**src/rtl/register_vm_execute_unit_assert.svh**
```systemverilog
// Assertion macros shared by the execute unit RTL.
// RVM_ASSERT expects signals named clk and rst in the enclosing module; RVM_ASSERT_ALWAYS needs only clk.
`ifndef REGISTER_VM_EXECUTE_UNIT_ASSERT_SVH
`define REGISTER_VM_EXECUTE_UNIT_ASSERT_SVH
`ifndef SYNTH
`define RVM_ASSERT(label, prop, msg) \
  label: assert property (@(posedge clk) disable iff (rst) prop) else $error(msg);
`define RVM_ASSERT_ALWAYS(label, prop, msg) \
  label: assert property (@(posedge clk) prop) else $error(msg);
`else
`define RVM_ASSERT(label, prop, msg)
`define RVM_ASSERT_ALWAYS(label, prop, msg)
`endif
`endif

```
**src/rtl/rvm_pkg.sv**
```systemverilog
package rvm_pkg;

  localparam int DATA_W = 32;
  localparam int IDX_W  = 3;
  localparam int IMM_W  = 16;
  localparam int CMD_W  = 4;

  // Codes 12..15 have no member and fall to the default arm (no operation).
  typedef enum logic [CMD_W-1:0] {
    CMD_HALT  = 4'd0,
    CMD_LOAD  = 4'd1,
    CMD_STORE = 4'd2,
    CMD_INC   = 4'd3,
    CMD_DEC   = 4'd4,
    CMD_ADD   = 4'd5,
    CMD_SUB   = 4'd6,
    CMD_MUL   = 4'd7,
    CMD_DIV   = 4'd8,
    CMD_AND   = 4'd9,
    CMD_JUMP  = 4'd10,
    CMD_JZ    = 4'd11
  } cmd_t;

  typedef struct packed {
    logic start;
    logic is_div;
  } md_ctrl_t;

  typedef struct packed {
    logic             en;
    logic [IDX_W-1:0] idx;
  } rf_wr_t;

endpackage

```
**src/rtl/rvm_instr_if.sv**
```systemverilog
interface rvm_instr_if;
  logic                        valid;
  logic                        ready;
  logic [rvm_pkg::CMD_W-1:0]   command;
  logic [rvm_pkg::IDX_W-1:0]   reg_a;
  logic [rvm_pkg::IDX_W-1:0]   reg_b;
  logic [rvm_pkg::IDX_W-1:0]   reg_c;
  logic [rvm_pkg::IMM_W-1:0]   immediate;

  modport source (
    output valid, command, reg_a, reg_b, reg_c, immediate,
    input  ready
  );
  modport sink (
    input  valid, command, reg_a, reg_b, reg_c, immediate,
    output ready
  );
endinterface

```
**src/rtl/rvm_result_if.sv**
```systemverilog
interface rvm_result_if;
  logic                             valid;
  logic                             ready;
  logic [rvm_pkg::DATA_W-1:0]       fetch_address;
  logic                             halted;
  logic                             wrote_register;
  logic [rvm_pkg::IDX_W-1:0]        written_index;
  logic signed [rvm_pkg::DATA_W-1:0] written_value;
  logic                             divide_fault;

  modport source (
    output valid, fetch_address, halted, wrote_register, written_index,
           written_value, divide_fault,
    input  ready
  );
  modport sink (
    input  valid, fetch_address, halted, wrote_register, written_index,
           written_value, divide_fault,
    output ready
  );
endinterface

```
**src/rtl/register_vm_execute_unit.sv**
```systemverilog
// Register VM execute unit. Takes one fetched instruction per transfer on
// instr and returns one transfer on result: the next fetch address, the
// halted flag, the register write it made and a divide-by-zero flag. The
// program counter lives in register 0 and is bumped before the instruction
// executes. Registers 1..REG_COUNT-1 sit in a small RAM with one read port,
// so the two source operands are read one after the other. An ordinary
// instruction goes through accept, read first operand, read second
// operand, execute and write back. Multiply and divide add a wait in
// a shared 32-step shift-add / trial-subtract unit between execute and
// write back; a divide by zero skips that unit. Once halted, an
// instruction goes from accept straight to write back and changes nothing.
// A finished result sits in the output register while the next instruction
// is taken; write-back waits only if that register is still full.
`include "register_vm_execute_unit_assert.svh"

module register_vm_execute_unit #(
  parameter int REG_COUNT = 8
) (
  input  logic         clk,
  input  logic         rst,
  rvm_instr_if.sink    instr,
  rvm_result_if.source result
);
  import rvm_pkg::*;

  typedef enum logic [5:0] {
    S_IDLE = 6'b000001,
    S_RDA  = 6'b000010,
    S_RDB  = 6'b000100,
    S_EXEC = 6'b001000,
    S_ITER = 6'b010000,
    S_WB   = 6'b100000
  } state_t;

  state_t state;

  // Captured instruction.
  cmd_t              cmd_q;
  logic [IDX_W-1:0]  ia_q;
  logic [IDX_W-1:0]  ib_q;
  logic [IDX_W-1:0]  ic_q;
  logic [IMM_W-1:0]  imm_q;

  // Architectural state.
  logic [DATA_W-1:0] pc;
  logic              halt_flag;

  // Operands and pending write-back.
  logic [DATA_W-1:0] opa;
  logic [DATA_W-1:0] opb;
  logic              wb_wrote;
  logic [IDX_W-1:0]  wb_idx;
  logic [DATA_W-1:0] wb_val;
  logic              wb_fault;
  logic              wb_jump;
  logic              wb_halt;

  logic              out_valid;

  // Execute-stage decode.
  logic              ex_wrote;
  logic [IDX_W-1:0]  ex_idx;
  logic [DATA_W-1:0] ex_val;
  logic              ex_fault;
  logic              ex_jump;
  logic              ex_halt;
  logic              ex_iter;
  logic              ex_sub;
  logic [DATA_W-1:0] ex_y;
  logic [DATA_W-1:0] ex_sum;

  // Write-back.
  logic              out_free;
  logic              wb_in_range;
  logic              wrote_eff;
  logic [DATA_W-1:0] pc_new;

  // Register file and shared unit.
  logic [IDX_W-1:0]  rf_rd_idx;
  logic [DATA_W-1:0] rf_rd_data;
  rf_wr_t            rf_wr;
  md_ctrl_t          md_ctrl;
  logic              md_done;
  logic [DATA_W-1:0] md_result;

  // Read the first operand index straight off the port at accept, the
  // second one the cycle after.
  assign rf_rd_idx = (state == S_IDLE) ? instr.reg_a : ib_q;

  rvm_regfile #(
    .REG_COUNT(REG_COUNT)
  ) u_regfile (
    .clk    (clk),
    .rst    (rst),
    .rd_idx (rf_rd_idx),
    .rd_data(rf_rd_data),
    .wr     (rf_wr),
    .wr_data(wb_val)
  );

  rvm_muldiv u_muldiv (
    .clk   (clk),
    .rst   (rst),
    .ctrl  (md_ctrl),
    .opa   (opa),
    .opb   (opb),
    .done  (md_done),
    .result(md_result)
  );

  // Inc, dec, add and sub share one adder: invert and carry in for subtract.
  assign ex_sub = (cmd_q == CMD_SUB) || (cmd_q == CMD_DEC);
  assign ex_y   = ((cmd_q == CMD_ADD) || (cmd_q == CMD_SUB)) ? opb : DATA_W'(1);
  assign ex_sum = opa + (ex_sub ? ~ex_y : ex_y) + DATA_W'(ex_sub);

  always_comb begin
    ex_wrote = 1'b0;
    ex_idx   = '0;
    ex_val   = '0;
    ex_fault = 1'b0;
    ex_jump  = 1'b0;
    ex_halt  = 1'b0;
    ex_iter  = 1'b0;
    unique case (cmd_q)
      CMD_HALT: ex_halt = 1'b1;
      CMD_LOAD: begin
        ex_wrote = 1'b1;
        ex_idx   = ia_q;
        ex_val   = {{(DATA_W-IMM_W){imm_q[IMM_W-1]}}, imm_q};
      end
      CMD_INC, CMD_DEC: begin
        ex_wrote = 1'b1;
        ex_idx   = ia_q;
        ex_val   = ex_sum;
      end
      CMD_ADD, CMD_SUB: begin
        ex_wrote = 1'b1;
        ex_idx   = ic_q;
        ex_val   = ex_sum;
      end
      CMD_MUL: begin
        ex_wrote = 1'b1;
        ex_idx   = ic_q;
        ex_iter  = 1'b1;
      end
      CMD_DIV: begin
        if (opb == '0) begin
          ex_fault = 1'b1;
        end else begin
          ex_wrote = 1'b1;
          ex_idx   = ic_q;
          ex_iter  = 1'b1;
        end
      end
      CMD_AND: begin
        ex_wrote = 1'b1;
        ex_idx   = ic_q;
        ex_val   = DATA_W'((opa != '0) && (opb != '0));
      end
      CMD_JUMP: ex_jump = 1'b1;
      CMD_JZ:   ex_jump = (opa == '0);
      default:  ex_jump = 1'b0;
    endcase
  end

  assign md_ctrl.start  = (state == S_EXEC) && ex_iter;
  assign md_ctrl.is_div = (cmd_q == CMD_DIV);

  // A write to an index past the file is dropped and not reported. A write
  // to register 0 replaces the program counter.
  assign out_free    = !out_valid || result.ready;
  assign wb_in_range = 32'(wb_idx) < 32'(REG_COUNT);
  assign wrote_eff   = wb_wrote && wb_in_range;
  assign pc_new      = (wrote_eff && (wb_idx == '0)) ? wb_val :
                       wb_jump ? {{(DATA_W-IMM_W){1'b0}}, imm_q} : pc;

  assign rf_wr.en  = (state == S_WB) && out_free && wrote_eff && (wb_idx != '0);
  assign rf_wr.idx = wb_idx;

  assign instr.ready  = (state == S_IDLE);
  assign result.valid = out_valid;

  always_ff @(posedge clk) begin
    if (rst) begin
      state     <= S_IDLE;
      pc        <= '0;
      halt_flag <= 1'b0;
      out_valid <= 1'b0;
    end else begin
      // Drop the held result once it transfers; write-back refills it itself.
      if (result.ready && (state != S_WB)) begin
        out_valid <= 1'b0;
      end
      unique case (state)
        S_IDLE: begin
          if (instr.valid) begin
            cmd_q <= cmd_t'(instr.command);
            ia_q  <= instr.reg_a;
            ib_q  <= instr.reg_b;
            ic_q  <= instr.reg_c;
            imm_q <= instr.immediate;
            if (halt_flag) begin
              // Halted: report the unchanged state and nothing else.
              wb_wrote <= 1'b0;
              wb_idx   <= '0;
              wb_val   <= '0;
              wb_fault <= 1'b0;
              wb_jump  <= 1'b0;
              wb_halt  <= 1'b0;
              state    <= S_WB;
            end else begin
              pc    <= pc + DATA_W'(1);
              state <= S_RDA;
            end
          end
        end
        S_RDA: begin
          // Register 0 reads the already bumped program counter.
          opa   <= (ia_q == '0) ? pc : rf_rd_data;
          state <= S_RDB;
        end
        S_RDB: begin
          opb   <= (ib_q == '0) ? pc : rf_rd_data;
          state <= S_EXEC;
        end
        S_EXEC: begin
          wb_wrote <= ex_wrote;
          wb_idx   <= ex_idx;
          wb_val   <= ex_val;
          wb_fault <= ex_fault;
          wb_jump  <= ex_jump;
          wb_halt  <= ex_halt;
          state    <= ex_iter ? S_ITER : S_WB;
        end
        S_ITER: begin
          if (md_done) begin
            wb_val <= md_result;
            state  <= S_WB;
          end
        end
        S_WB: begin
          // Hold until the output register is free, then commit and report.
          if (out_free) begin
            pc                    <= pc_new;
            halt_flag             <= halt_flag | wb_halt;
            out_valid             <= 1'b1;
            result.fetch_address  <= pc_new;
            result.halted         <= halt_flag | wb_halt;
            result.wrote_register <= wrote_eff;
            result.written_index  <= wrote_eff ? wb_idx : '0;
            result.written_value  <= wrote_eff ? wb_val : '0;
            result.divide_fault   <= wb_fault;
            state                 <= S_IDLE;
          end
        end
        default: state <= S_IDLE;
      endcase
    end
  end

  `RVM_ASSERT(a_halt_freezes_pc, halt_flag |=> $stable(pc), "pc moved after halt")
  `RVM_ASSERT(a_md_start_op, md_ctrl.start |-> cmd_q == CMD_MUL || cmd_q == CMD_DIV, "shared unit started for a simple op")
  `RVM_ASSERT(a_iter_op, state == S_ITER |-> cmd_q == CMD_MUL || cmd_q == CMD_DIV, "waiting on shared unit for a simple op")
  `RVM_ASSERT(a_fault_no_write, result.valid |-> !(result.wrote_register && result.divide_fault), "write reported with divide fault")

endmodule

```
**src/rtl/rvm_ram.sv**
```systemverilog
module rvm_ram #(
  parameter int WIDTH  = 32,
  parameter int DEPTH  = 8,
  parameter int ADDR_W = $clog2(DEPTH)
) (
  input  logic              clk,
  input  logic              we,
  input  logic [ADDR_W-1:0] waddr,
  input  logic [WIDTH-1:0]  wdata,
  input  logic [ADDR_W-1:0] raddr,
  output logic [WIDTH-1:0]  rdata
);

  logic [WIDTH-1:0] mem [DEPTH];

  always_ff @(posedge clk) begin
    if (we) begin
      mem[waddr] <= wdata;
    end
    rdata <= mem[raddr];
  end

endmodule

```
**src/rtl/rvm_regfile.sv**
```systemverilog
module rvm_regfile #(
  parameter int REG_COUNT = 8
) (
  input  logic                         clk,
  input  logic                         rst,
  input  logic [rvm_pkg::IDX_W-1:0]    rd_idx,
  output logic [rvm_pkg::DATA_W-1:0]   rd_data,
  input  rvm_pkg::rf_wr_t              wr,
  input  logic [rvm_pkg::DATA_W-1:0]   wr_data
);
  import rvm_pkg::*;

  localparam int AW = $clog2(REG_COUNT);

  logic [REG_COUNT-1:0] valid;
  logic                 rd_ok;
  logic [AW-1:0]        rd_addr;
  logic [AW-1:0]        wr_addr;
  logic                 rd_in_range;
  logic [DATA_W-1:0]    ram_q;

  assign rd_addr     = AW'(rd_idx);
  assign wr_addr     = AW'(wr.idx);
  assign rd_in_range = 32'(rd_idx) < 32'(REG_COUNT);

  rvm_ram #(
    .WIDTH (DATA_W),
    .DEPTH (REG_COUNT),
    .ADDR_W(AW)
  ) u_ram (
    .clk  (clk),
    .we   (wr.en),
    .waddr(wr_addr),
    .wdata(wr_data),
    .raddr(rd_addr),
    .rdata(ram_q)
  );

  // Entries never written read as zero; out-of-range indexes read as zero.
  always_ff @(posedge clk) begin
    if (rst) begin
      valid <= '0;
      rd_ok <= 1'b0;
    end else begin
      rd_ok <= rd_in_range && valid[rd_addr];
      if (wr.en) begin
        valid[wr_addr] <= 1'b1;
      end
    end
  end

  assign rd_data = rd_ok ? ram_q : '0;

endmodule

```
**src/rtl/rvm_muldiv.sv**
```systemverilog
`include "register_vm_execute_unit_assert.svh"

module rvm_muldiv (
  input  logic                        clk,
  input  logic                        rst,
  input  rvm_pkg::md_ctrl_t           ctrl,
  input  logic [rvm_pkg::DATA_W-1:0]  opa,
  input  logic [rvm_pkg::DATA_W-1:0]  opb,
  output logic                        done,
  output logic [rvm_pkg::DATA_W-1:0]  result
);
  import rvm_pkg::*;

  localparam int CNT_W = $clog2(DATA_W);

  logic              busy;
  logic              fin;
  logic              is_div;
  logic              neg;
  logic [CNT_W-1:0]  cnt;
  logic [DATA_W-1:0] acc;   // product, or remainder
  logic [DATA_W-1:0] mc;    // multiplicand, or divisor magnitude
  logic [DATA_W-1:0] q;     // multiplier, or dividend shifting into quotient

  logic [DATA_W-1:0] rem_sh;
  logic [DATA_W-1:0] add_x;
  logic [DATA_W-1:0] add_y;
  logic [DATA_W:0]   sum;

  // One shared adder: shift-add for multiply, trial subtract for divide.
  assign rem_sh = {acc[DATA_W-2:0], q[DATA_W-1]};
  assign add_x  = is_div ? rem_sh : acc;
  assign add_y  = is_div ? ~mc : mc;
  assign sum    = {1'b0, add_x} + {1'b0, add_y} + (DATA_W+1)'(is_div);

  always_ff @(posedge clk) begin
    if (rst) begin
      busy <= 1'b0;
      fin  <= 1'b0;
    end else begin
      fin <= 1'b0;
      if (ctrl.start) begin
        busy   <= 1'b1;
        is_div <= ctrl.is_div;
        cnt    <= '0;
        acc    <= '0;
        if (ctrl.is_div) begin
          mc  <= opb[DATA_W-1] ? (DATA_W'(0) - opb) : opb;
          q   <= opa[DATA_W-1] ? (DATA_W'(0) - opa) : opa;
          neg <= opa[DATA_W-1] ^ opb[DATA_W-1];
        end else begin
          mc  <= opa;
          q   <= opb;
          neg <= 1'b0;
        end
      end else if (busy) begin
        cnt <= cnt + 1'b1;
        if (is_div) begin
          acc <= sum[DATA_W] ? sum[DATA_W-1:0] : rem_sh;
          q   <= {q[DATA_W-2:0], sum[DATA_W]};
        end else begin
          if (q[0]) begin
            acc <= sum[DATA_W-1:0];
          end
          mc <= {mc[DATA_W-2:0], 1'b0};
          q  <= {1'b0, q[DATA_W-1:1]};
        end
        if (cnt == CNT_W'(DATA_W - 1)) begin
          busy <= 1'b0;
          fin  <= 1'b1;
        end
      end
    end
  end

  assign done   = fin;
  assign result = is_div ? (neg ? (DATA_W'(0) - q) : q) : acc;

  `RVM_ASSERT(a_start_when_free, ctrl.start |-> !busy && !fin, "start while unit busy")
  `RVM_ASSERT(a_done_pulse, fin |=> !fin, "done held longer than one cycle")
  `RVM_ASSERT(a_last_step, busy && !ctrl.start && cnt == CNT_W'(DATA_W - 1) |=> fin && !busy, "last step did not finish")

endmodule
```
**src/flat_wrapper.sv**
```systemverilog
// flat-port wrapper written by rule: the top's interface ports become plain ports
module register_vm_execute_unit_flat import rvm_pkg::*;
#(
  parameter int REG_COUNT = 8
)
  (clk, rst, instr_valid, instr_command, instr_reg_a, instr_reg_b, instr_reg_c, instr_immediate, instr_ready, result_valid, result_fetch_address, result_halted, result_wrote_register, result_written_index, result_written_value, result_divide_fault, result_ready);
  rvm_instr_if instr_i ();
  rvm_result_if result_i ();
  input  logic clk;
  input  logic rst;
  input wire logic [$bits(instr_i.valid)-1:0] instr_valid;
  input wire logic [$bits(instr_i.command)-1:0] instr_command;
  input wire logic [$bits(instr_i.reg_a)-1:0] instr_reg_a;
  input wire logic [$bits(instr_i.reg_b)-1:0] instr_reg_b;
  input wire logic [$bits(instr_i.reg_c)-1:0] instr_reg_c;
  input wire logic [$bits(instr_i.immediate)-1:0] instr_immediate;
  output wire logic [$bits(instr_i.ready)-1:0] instr_ready;
  output wire logic [$bits(result_i.valid)-1:0] result_valid;
  output wire logic [$bits(result_i.fetch_address)-1:0] result_fetch_address;
  output wire logic [$bits(result_i.halted)-1:0] result_halted;
  output wire logic [$bits(result_i.wrote_register)-1:0] result_wrote_register;
  output wire logic [$bits(result_i.written_index)-1:0] result_written_index;
  output wire logic [$bits(result_i.written_value)-1:0] result_written_value;
  output wire logic [$bits(result_i.divide_fault)-1:0] result_divide_fault;
  input wire logic [$bits(result_i.ready)-1:0] result_ready;
  assign instr_i.valid = instr_valid;
  assign instr_i.command = instr_command;
  assign instr_i.reg_a = instr_reg_a;
  assign instr_i.reg_b = instr_reg_b;
  assign instr_i.reg_c = instr_reg_c;
  assign instr_i.immediate = instr_immediate;
  assign instr_ready = instr_i.ready;
  assign result_valid = result_i.valid;
  assign result_fetch_address = result_i.fetch_address;
  assign result_halted = result_i.halted;
  assign result_wrote_register = result_i.wrote_register;
  assign result_written_index = result_i.written_index;
  assign result_written_value = result_i.written_value;
  assign result_divide_fault = result_i.divide_fault;
  assign result_i.ready = result_ready;
  register_vm_execute_unit #(.REG_COUNT(REG_COUNT)) u_core (.clk(clk), .rst(rst), .instr(instr_i), .result(result_i));
endmodule
```
**config.mk**
```make
export PLATFORM = sky130hd
export DESIGN_NAME = register_vm_execute_unit_flat
export DESIGN_NICKNAME = d
export VERILOG_FILES = /design/src/rtl/rvm_pkg.sv /design/src/rtl/rvm_instr_if.sv /design/src/rtl/rvm_result_if.sv /design/src/rtl/register_vm_execute_unit.sv /design/src/rtl/rvm_ram.sv /design/src/rtl/rvm_regfile.sv /design/src/rtl/rvm_muldiv.sv /design/src/flat_wrapper.sv
export VERILOG_INCLUDE_DIRS = /design/src /design/src/rtl
export SDC_FILE = /design/constraint.sdc
export NUM_CORES = 1
export LEC_CHECK = 0
export BUFFER_PORTS_ARGS = -buffer_cell sky130_fd_sc_hd__buf_2
export CORE_MARGIN = 2
export CORE_UTILIZATION = 45
export CTS_CLUSTER_SIZE = 12
export DETAILED_ROUTE_END_ITERATION = 16
export GPL_TIMING_DRIVEN = 0
export PLACE_DENSITY = 0.61
export SLEW_MARGIN = 10
export SYNTH_ARGS = -nofsm -noshare
export SYNTH_HDL_FRONTEND = slang
export SYNTH_HIERARCHICAL = 1
export SYNTH_SLANG_ARGS = --single-unit
```
**constraint.sdc**
```tcl
create_clock -name clk -period 13.4 [get_ports clk]
set_input_delay 0.67 -clock clk [delete_from_list [all_inputs] [get_ports clk]]
set_output_delay 0.67 -clock clk [all_outputs]
set_load 0.02 [all_outputs]
```
# After elaboration in Yosys (flattened, before gate mapping)
# Memory sizes are Yosys's and may differ from the RTL's. A register that Yosys moved wholly into a read port is not among the register bits.
# Index checks and enable logic that the tools add are counted.
# W data, S select, Z words.
# op_classes
add_sub_neg	9
order_cmp	3
eq_ne	24
muxes	73
bitwise	7
reduce_logical	44
# op_table
cell	count
$mux W32	31
$pmux W32 S3	2
$sub A1 B32 Y32 const A	3
$logic_not A32 Y1	2
$not A32 Y32	2
$pmux W32 S2	1
$reduce_bool A32 Y1	2
$pmux W6 S6	1
$add A32 B32 Y33	1
$add A33 B1 Y33	1
$add A32 B1 Y32	1
$add A32 B1 Y32 const B	1
$add A32 B32 Y32	1
$mux W6	5
$mux W1	17
$eq A4 B3 Y1 const B	4
$eq A4 B4 Y1 const B	4
$reduce_and A3 Y1	5
$pmux W1 S2	7
$mux W3	4
$reduce_and A2 Y1	5
$logic_not A3 Y1	3
$pmux W3 S3	1
$reduce_bool A3 Y1	3
other kinds (33)	53
# totals
register_bits	356
ram_bits	256
input_bits	33
output_inout_bits	72
elab_cells	194
n_memories	1
# memory_table
memory	depth	width	read_ports	rd_clocked_by_memory_dff	wr	line	text
u_core.u_regfile.u_ram.mem	8	32	1	1	1	rvm_ram.sv:14	logic [WIDTH-1:0] mem [DEPTH];

# Depth between registers and ports, before layout
# Gate-level depths: netlist of the first run.
# logic_depth
word_depth	9
ltp_mapped	17
mapped_depth_nobuf	14

# Modules after synthesis
# Netlist of the first run, hierarchy kept.
# modules_own_cells
mod	n_inst	cells_each	area_per_inst_um2	seq_area_each_um2
register_vm_execute_unit	1	1210	12929.9	6866.6
rvm_ram	1	415	10466.3	8328.0
rvm_muldiv	1	1125	9868.2	3133.0
rvm_regfile	1	73	570.5	180.2

# Worst setup path before layout of the first run
# Ideal clock, no wire load.
# synth_timing
path_type	register to register
startpoint	register u_core.state[2]
endpoint	register u_core.result.divide_fault (enable)
t_arrival_ns	5.903
required_time_ns	12.816
setup_slack_ns	6.913
path_stages_with_launch	6
path_cell_list	dfxtp_1 nor2_1 nand4b_1 clkbuf_1 clkbuf_1 nor3_1
# synth_via
elab_chain_cells	2
# synth_rtl
item	line	text
from (decl)	register_vm_execute_unit.sv:35	state_t state;
from (signal assigned)	register_vm_execute_unit.sv:233	state <= ex_iter ? S_ITER : S_WB;
$eq A6 B6 Y1	register_vm_execute_unit.sv:194	unique case (state)
$reduce_and A3 Y1 (no line)	--	
to (signal assigned)	register_vm_execute_unit.sv:252	result.divide_fault <= wb_fault;
to (decl)	rvm_result_if.sv:13	written_value, divide_fault,
# Every way passes these cells.
# A chain may end at the register's enable or synchronous reset.

# Final worst setup path of the first run
# layout_timing
startpoint	register u_core.u_muldiv.is_div
endpoint	register u_core.u_muldiv.acc[28], data pin
# layout_via
elab_chain_cells	6
word_cells_on_any_way	8
# layout_rtl
item	line	text
from (decl)	rvm_muldiv.sv:18	logic is_div;
from (signal assigned)	rvm_muldiv.sv:44	is_div <= ctrl.is_div;
$mux W32 (on tied branches)	rvm_muldiv.sv:32, rvm_muldiv.sv:33	
$add A32 B32 Y33	rvm_muldiv.sv:34	assign sum = {1'b0, add_x} + {1'b0, add_y} + (DATA_W+1)'(is_div);
$add A33 B1 Y33	rvm_muldiv.sv:34	
$mux W32 (on tied branches)	rvm_muldiv.sv:62, rvm_muldiv.sv:59	
$mux W32 (*)	rvm_muldiv.sv:58	if (is_div) begin
$mux W32 (*)	rvm_muldiv.sv:56	end else if (busy) begin
to (signal assigned)	rvm_muldiv.sv:59	acc <= sum[DATA_W] ? sum[DATA_W-1:0] : rem_sh;
to (signal assigned)	rvm_muldiv.sv:63	acc <= sum[DATA_W-1:0];
to (decl)	rvm_muldiv.sv:21	logic [DATA_W-1:0] acc;
# Every way passes the cells marked *; elsewhere a longest branch is shown, timed or not. The select of a mux whose other input is x is not followed.

==> metrics, run 1 <==
setup TNS=0 ps; Root Driver=clkbuf_16; endpoints failing hold=0; final setup violating endpoints=0; YS warnings=6; Mapped Cells=2,823; Num Clock Sinks=644; Starting DRT DRC Count=2,650; Vias=24,737; Core Region=74,400 µm²; global-route wire length before repair=161 mm; number of synthesized flops with an enable pin=561; cell count of the worst reg-to-reg path=17; status=finished clean; DRT Wirelength=111 mm; initial antenna violation count=7; Max Fclk=156 MHz; Hold Crit Class=in -> reg; cts repair resizes=0; Setup WS post-layout=6990 ps; depth of the worst hold-timing path=1; Synth Area in Adders=0.0271; vias in the first global route=23,811; FILL cells=6,419; drt pass-1 iters=6; # Max-Cap Violations=0; Critical Path RT=13,850 ps; sequential area share after synthesis=0.547; largest family of logic cells by synthesized area=multiplexers; hpwl dp=84.5 mm; PwrDens=115 nW/µm²; post-synthesis mux area share=0.123; n_diodes=0; Final Max Slew Viols=0; Antenna Violating Nets Remaining=0; Critical Path AT=6860 ps; WL/cell=27.3 µm; num ports=105; share of layout cells above drive strength 1=0.150; Layout Nets=3,136; Num CTS Buffers=72; Syn Std Cell Area=33,800 µm²; drt drc=0; XOR/XNOR Fraction of Synth Area=0.0469; row count=100; IO Port Bufs=104; Worst-Margin Slew=1360 ps; top-count cell post-synth=edfxtp_1; syn nets=2,928; final clock skew=25.0 ps; Storage cell area=18,500 µm²; complex-gate fraction of the synthesized area=0.121; Place WS=7020 ps; Max VDD drop=108 µV; Final Cycle Share=0.479; crit path capture type=flip-flop; Multi-input gate area=14,600 µm²; crit path time final=6410 ps; LEAKAGE=12.3 nW; Layout area overhead=13.5%; total track usage=0.282; Synth area leaders=edfxtp_1 (50%), mux2_2 (4.9%), dfxtp_1 (4.9%); DIE AREA=77,400 µm²; clock latency on the worst-skew pair=630 ps; global placement routability congestion=0.961; Remaining Overflow, GRT=0; CP Class=reg -> reg; crit path launch type=flip-flop; Die Y=278 µm; CP max FO=10; Synth Area per Inst=12.0 µm²; simple-gate area share of the yosys netlist=0.110; Die W=278 µm; Yosys top cell by area=edfxtp_1; Reg clk slew, reported paths=60 ps; RSZ-0062 raised after global routing=no; Synth top area share=0.498; Worst slew margin=0.0908; number of vias per cell=6.10; Distinct cells, synth=80; clk buf depth=3; Post-CTS Hold Buffers=0; TritonCTS clock tree=yes; ys async rst share=0; largest net degree at the start of global routing=38; setup bufs post-CTS=0; Commonest cells post-synth=edfxtp_1 (561), nor2_1 (226), a21oi_1 (197); initial core utilization=0.454; H-tree depth=3; Primary FF master, synth=edfxtp_1; Synth Register Bits=644
metrics by stage:
stage | hold slack [ps] | util | area (µm²) | std cells | power, mW
finish | 209 | 0.516 | 38400 | 4056 | 4.42
global route | 188 | 0.516 | 38400 | 4056 | 4.54
CTS | 176 | 0.516 | 38400 | 4056 | 4.45
detailed placement | 411 | 0.484 | 36000 | 3926 | 2.49
global placement | 412 | 0.478 | 35600 | 3896 | 2.48
floorplan | 400 | - | 33800 | 2823 | 2.39
worst paths after layout:
kind	from	end	slack, ps
worst min-delay path	instr_immediate[9]	u_core/imm_q[9]	210
worst max register to register	u_core/u_muldiv/is_div	u_core/u_muldiv/acc[28]	6990
worst max-delay path	u_core/u_muldiv/is_div	u_core/u_muldiv/acc[28]	6990
worst min register to register	u_core/wb_fault	u_core/result.divide_fault	420
placed cells by master (no fill, tap or decap), types with 48 or more instances in the layout:
master	instances
ha_1	70
xor2_1	133
edfxtp_1	561
clkbuf_16	72
nor2b_1	54
nand2_1	184
xnor2_1	48
nor2_1	217
a21oi_1	197
and2_1	71
clkbuf_1	157
dfxtp_1	83
o21ai_0	182
mux2_2	148
buf_2	113
a211oi_1	59
mux2i_1	85
power by group:
part | switching, mW | internal [mW]
clock | 0.839 | 1.13
combinational | 0.163 | 0.101
sequential | 0.0165 | 2.17
total | 1.02 | 3.40
flip-flops by register name, indices dropped and copies added (netlist names), 16 cells and up:
| signal | count |
|---|---|
| u_core/u_muldiv/q | 32 |
| u_core/opa | 32 |
| u_core/pc | 32 |
| u_core/opb | 32 |
| u_core/result.fetch_address | 32 |
| u_core/u_muldiv/mc | 32 |
| u_core/wb_val | 32 |
| u_core/u_muldiv/acc | 32 |
| u_core/imm_q | 16 |
| u_core/u_regfile/u_ram/mem | 256 |
| u_core/u_regfile/u_ram/rdata | 32 |
| u_core/result.written_value | 32 |
worst max-delay path, stage by stage, from the launching register on:
cell and delay, ps:
edfxtp_1 470, clkbuf_1 550, clkbuf_1 460, clkbuf_1 540, xor2_1 250, ha_1 350
clkbuf_1 250, nand4_1 220, a211oi_1 500, a211oi_1 150, a21oi_1 310, or4b_2 220
a31oi_1 140, o21ai_1 210, buf_2 360, buf_1 670, o311ai_0 320, a21oi_1 270
layout make-up:
| class | instances | area share |
|---|---|---|
| plain buffers | 168 | 0.0182 |
| clock buffers | 102 | 0.0517 |
| clock inverters | 28 | 0.00952 |
| inverters | 35 | 0.00342 |
| multi-input cells | 1976 | 0.380 |
| flip-flops and latches | 644 | 0.482 |
| well taps | 969 | 0.0316 |
| repair buffers | 134 | 0.0233 |
per-layer routing:
layer | up-vias | GRT usage | wire (µm)
li1 | 11139 | - | -
met1 | 12372 | 0.379 | 46100
met2 | 1020 | 0.465 | 52700
met3 | 202 | 0.0401 | 7510
met4 | 4 | 0.108 | 4390
met5 | - | 0 | 17
cells by family after synthesis:
| logic type | after synthesis |
|---|---|
| AND/OR/NAND/NOR | 759 |
| adder cells (fa/ha/maj) | 72 |
| XOR/XNOR | 181 |
| flip-flops | 644 |
| buffers and inverters | 203 |
| multiplexers | 299 |
| AO/OA/AOI/OAI | 665 |
No activity file was read; power rests on OpenSTA's default activity.
==> run 2, diff against run 1 <==
--- a/config.mk
+++ b/config.mk
@@ -12,7 +12,7 @@
 export CTS_CLUSTER_SIZE = 12
 export DETAILED_ROUTE_END_ITERATION = 16
 export GPL_TIMING_DRIVEN = 0
-export PLACE_DENSITY = 0.61
+export PLACE_DENSITY = 0.63
 export SLEW_MARGIN = 10
 export SYNTH_ARGS = -nofsm -noshare
 export SYNTH_HDL_FRONTEND = slang
==> constraint.sdc (replaced) <==
create_clock -name clk -period 5.3 [get_ports clk]
set_input_delay 0.265 -clock clk [delete_from_list [all_inputs] [get_ports clk]]
set_output_delay 0.265 -clock clk [all_outputs]
set_load 0.02 [all_outputs]
==> metrics, run 2 (synthesized netlist as in run 1, its figures left out) <==
status=finished clean (unchanged); cell count of the worst reg-to-reg path=16 (was 17); final non-filler cell total=4,088 (was 4,056); row count=100 (unchanged); Reg clk slew, reported paths=60 ps (about the same); Worst slew margin=0.109 (was 0.0908); hpwl dp=83.3 mm (was 84.5 mm); grt met3 use=0.0432 (was 0.0401); global-route wire length before repair=163 mm (was 161 mm); Critical Path RT=5640 ps (was 13,850 ps); drt drc=0 (unchanged); grt met2 use=0.466 (was 0.465); initial core utilization=0.454 (unchanged); Worst R2R Setup Slack=180 ps (was 6990 ps); Root Driver=clkbuf_16 (unchanged); DIE AREA=77,400 µm² (unchanged); Final Cycle Share=0.965 (was 0.479); vias in the first global route=24,433 (was 23,811); Hold Crit Class=in -> reg (unchanged); num ports=105 (unchanged); Critical Path AT=5450 ps (was 6860 ps); Layout area overhead=15.0% (was 13.5%); Core Region=74,400 µm² (unchanged); Die W=278 µm (unchanged); final clock skew=45.2 ps (was 25.0 ps); Max VDD drop=293 µV (was 108 µV); IO Port Bufs=104 (unchanged); Largest register FFs=256 (unchanged); Tot Pwr=11.4 mW (was 4.42 mW); final core occ=0.523 (was 0.516); Top reg by flops=u_core/u_regfile/u_ram/mem (unchanged); global placement routability congestion=0.961 (unchanged); Die Y=278 µm (unchanged); crit path time final=5120 ps (was 6410 ps); Antenna Violating Nets Remaining=0 (unchanged); Num Clock Sinks=644 (unchanged); Remaining Overflow, GRT=0 (unchanged); Post-DP Area=36,100 µm² (was 36,000 µm²); n_diodes=0 (unchanged); share of layout cells above drive strength 1=0.152 (was 0.150); clk buf depth=3 (unchanged); Reg-to-Reg Start=u_core/u_muldiv/is_div (unchanged); timing endpoint of the critical path=u_core/u_muldiv/acc[28] (unchanged); Num CTS Buffers=73 (was 72); initial antenna violation count=3 (was 7); crit path capture type=flip-flop (unchanged); r2r endpoint=u_core/u_muldiv/acc[28] (unchanged); Inst Count DP=3,923 (was 3,926); H-tree depth=3 (unchanged); post-route cell area=38,900 µm² (was 38,400 µm²); number of vias per cell=6.10 (about the same); Layout Nets=3,165 (was 3,136); # Max-Cap Violations=0 (unchanged); most frequent cells in the layout=edfxtp_1 (561), nor2_1 (217), a21oi_1 (197) (unchanged); Final Max Slew Viols=0 (unchanged); met1 usage=0.370 (was 0.379); Most Crowded Layer GR=met2 (unchanged); Setup crit start=u_core/u_muldiv/is_div (unchanged); RSZ-0062 raised after global routing=no (unchanged); clock latency on the worst-skew pair=640 ps (was 630 ps); largest net degree at the start of global routing=38 (unchanged); drt pass-1 iters=6 (unchanged); commonest non-fill, non-tap cell in the layout=edfxtp_1 (unchanged); crit path launch type=flip-flop (unchanged); PwrDens=292 nW/µm² (was 115 nW/µm²); endpoints failing hold=0 (unchanged); CP Class=reg -> reg (unchanged); LEAKAGE=12.5 nW (was 12.3 nW); Worst-Margin Slew=1330 ps (was 1360 ps); CP max FO=10 (unchanged); FILL cells=6,366 (was 6,419); Starting DRT DRC Count=2,458 (was 2,650); WL/cell=27.2 µm (was 27.3 µm); TritonCTS clock tree=yes (unchanged); DRT Wirelength=111 mm (about the same); Max Fclk=196 MHz (was 156 MHz); final setup violating endpoints=0 (unchanged); Vias=24,927 (was 24,737); total track usage=0.284 (was 0.282)
run 2: routing by layer:
metal	share of wire	vias to the layer above	routed length, µm
li1	-	11197	-
met1	0.40	12337	44800
met2	0.47	1136	52100
met3	0.074	257	8220
met4	0.053	0	5920
met5	0	-	0
run 2: worst max-delay path, cell delays in order, from the launching register on:
cell and delay, ps:
edfxtp_1 430, clkbuf_4 280, buf_2 270, clkbuf_4 290
xor2_1 140, fa_1 490, a211oi_2 300, o211ai_1 240
a211oi_1 290, a21oi_1 170, or4b_2 700, a31oi_2 270
o21ai_1 120, clkbuf_4 270, clkbuf_4 280, o311ai_0 130
a21oi_1 150
run 2: area by class of cell:
type	instances	area (µm²)	area share
flip-flops and latches	644	18500	0.476
multi-input cells	1976	14600	0.376
clock buffers	109	2050	0.0527
repair buffers	162	1250	0.0322
well taps	969	1210	0.0312
plain buffers	168	722	0.0186
clock inverters	25	414	0.0106
inverters	35	131	0.00338
run 2: worst min path at each step:
stage / slack (ps) / endpoint / startpoint / depth (start not counted)
2_1_floorplan: 340 / u_core/u_muldiv/done / rst / 1
3_3_place_gp: 410 / u_core/result.divide_fault / u_core/wb_fault / 0
3_5_place_dp: 410 / u_core/result.divide_fault / u_core/wb_fault / 0
4_1_cts: 40 / u_core/result.valid / result_ready / 4
5_1_grt: 100 / u_core/result.valid / result_ready / 4
6_report: 70 / u_core/result.valid / result_ready / 4
run 2: repair_timing:
| item | CTS | global route |
|---|---|---|
| gates resized for setup | 12 | 9 |
| setup endpoints to repair | 33 | 26 |
| hold endpoints to repair | 30 | 0 |
| hold buffers | 30 | 0 |
| buffers inserted | 1 | 0 |
| cloned | 0 | 0 |
run 2: power by group:
group / switching [mW] / internal (mW)
clock: 2.13 / 3.02
sequential: 0.0391 / 5.49
combinational: 0.417 / 0.271
total: 2.59 / 8.78
run 2: stage by stage:
step | worst slack, ps | hold slack (ps) | setup TNS [ps]
after floorplan | 740 | 341 | 0
after detailed placement | -1100 | 409 | -23940
after global routing | 2.57 | 99.4 | 0
final | 185 | 71.5 | 0
after global placement | -1950 | 406 | -339530
after CTS | 26.8 | 41.6 | 0
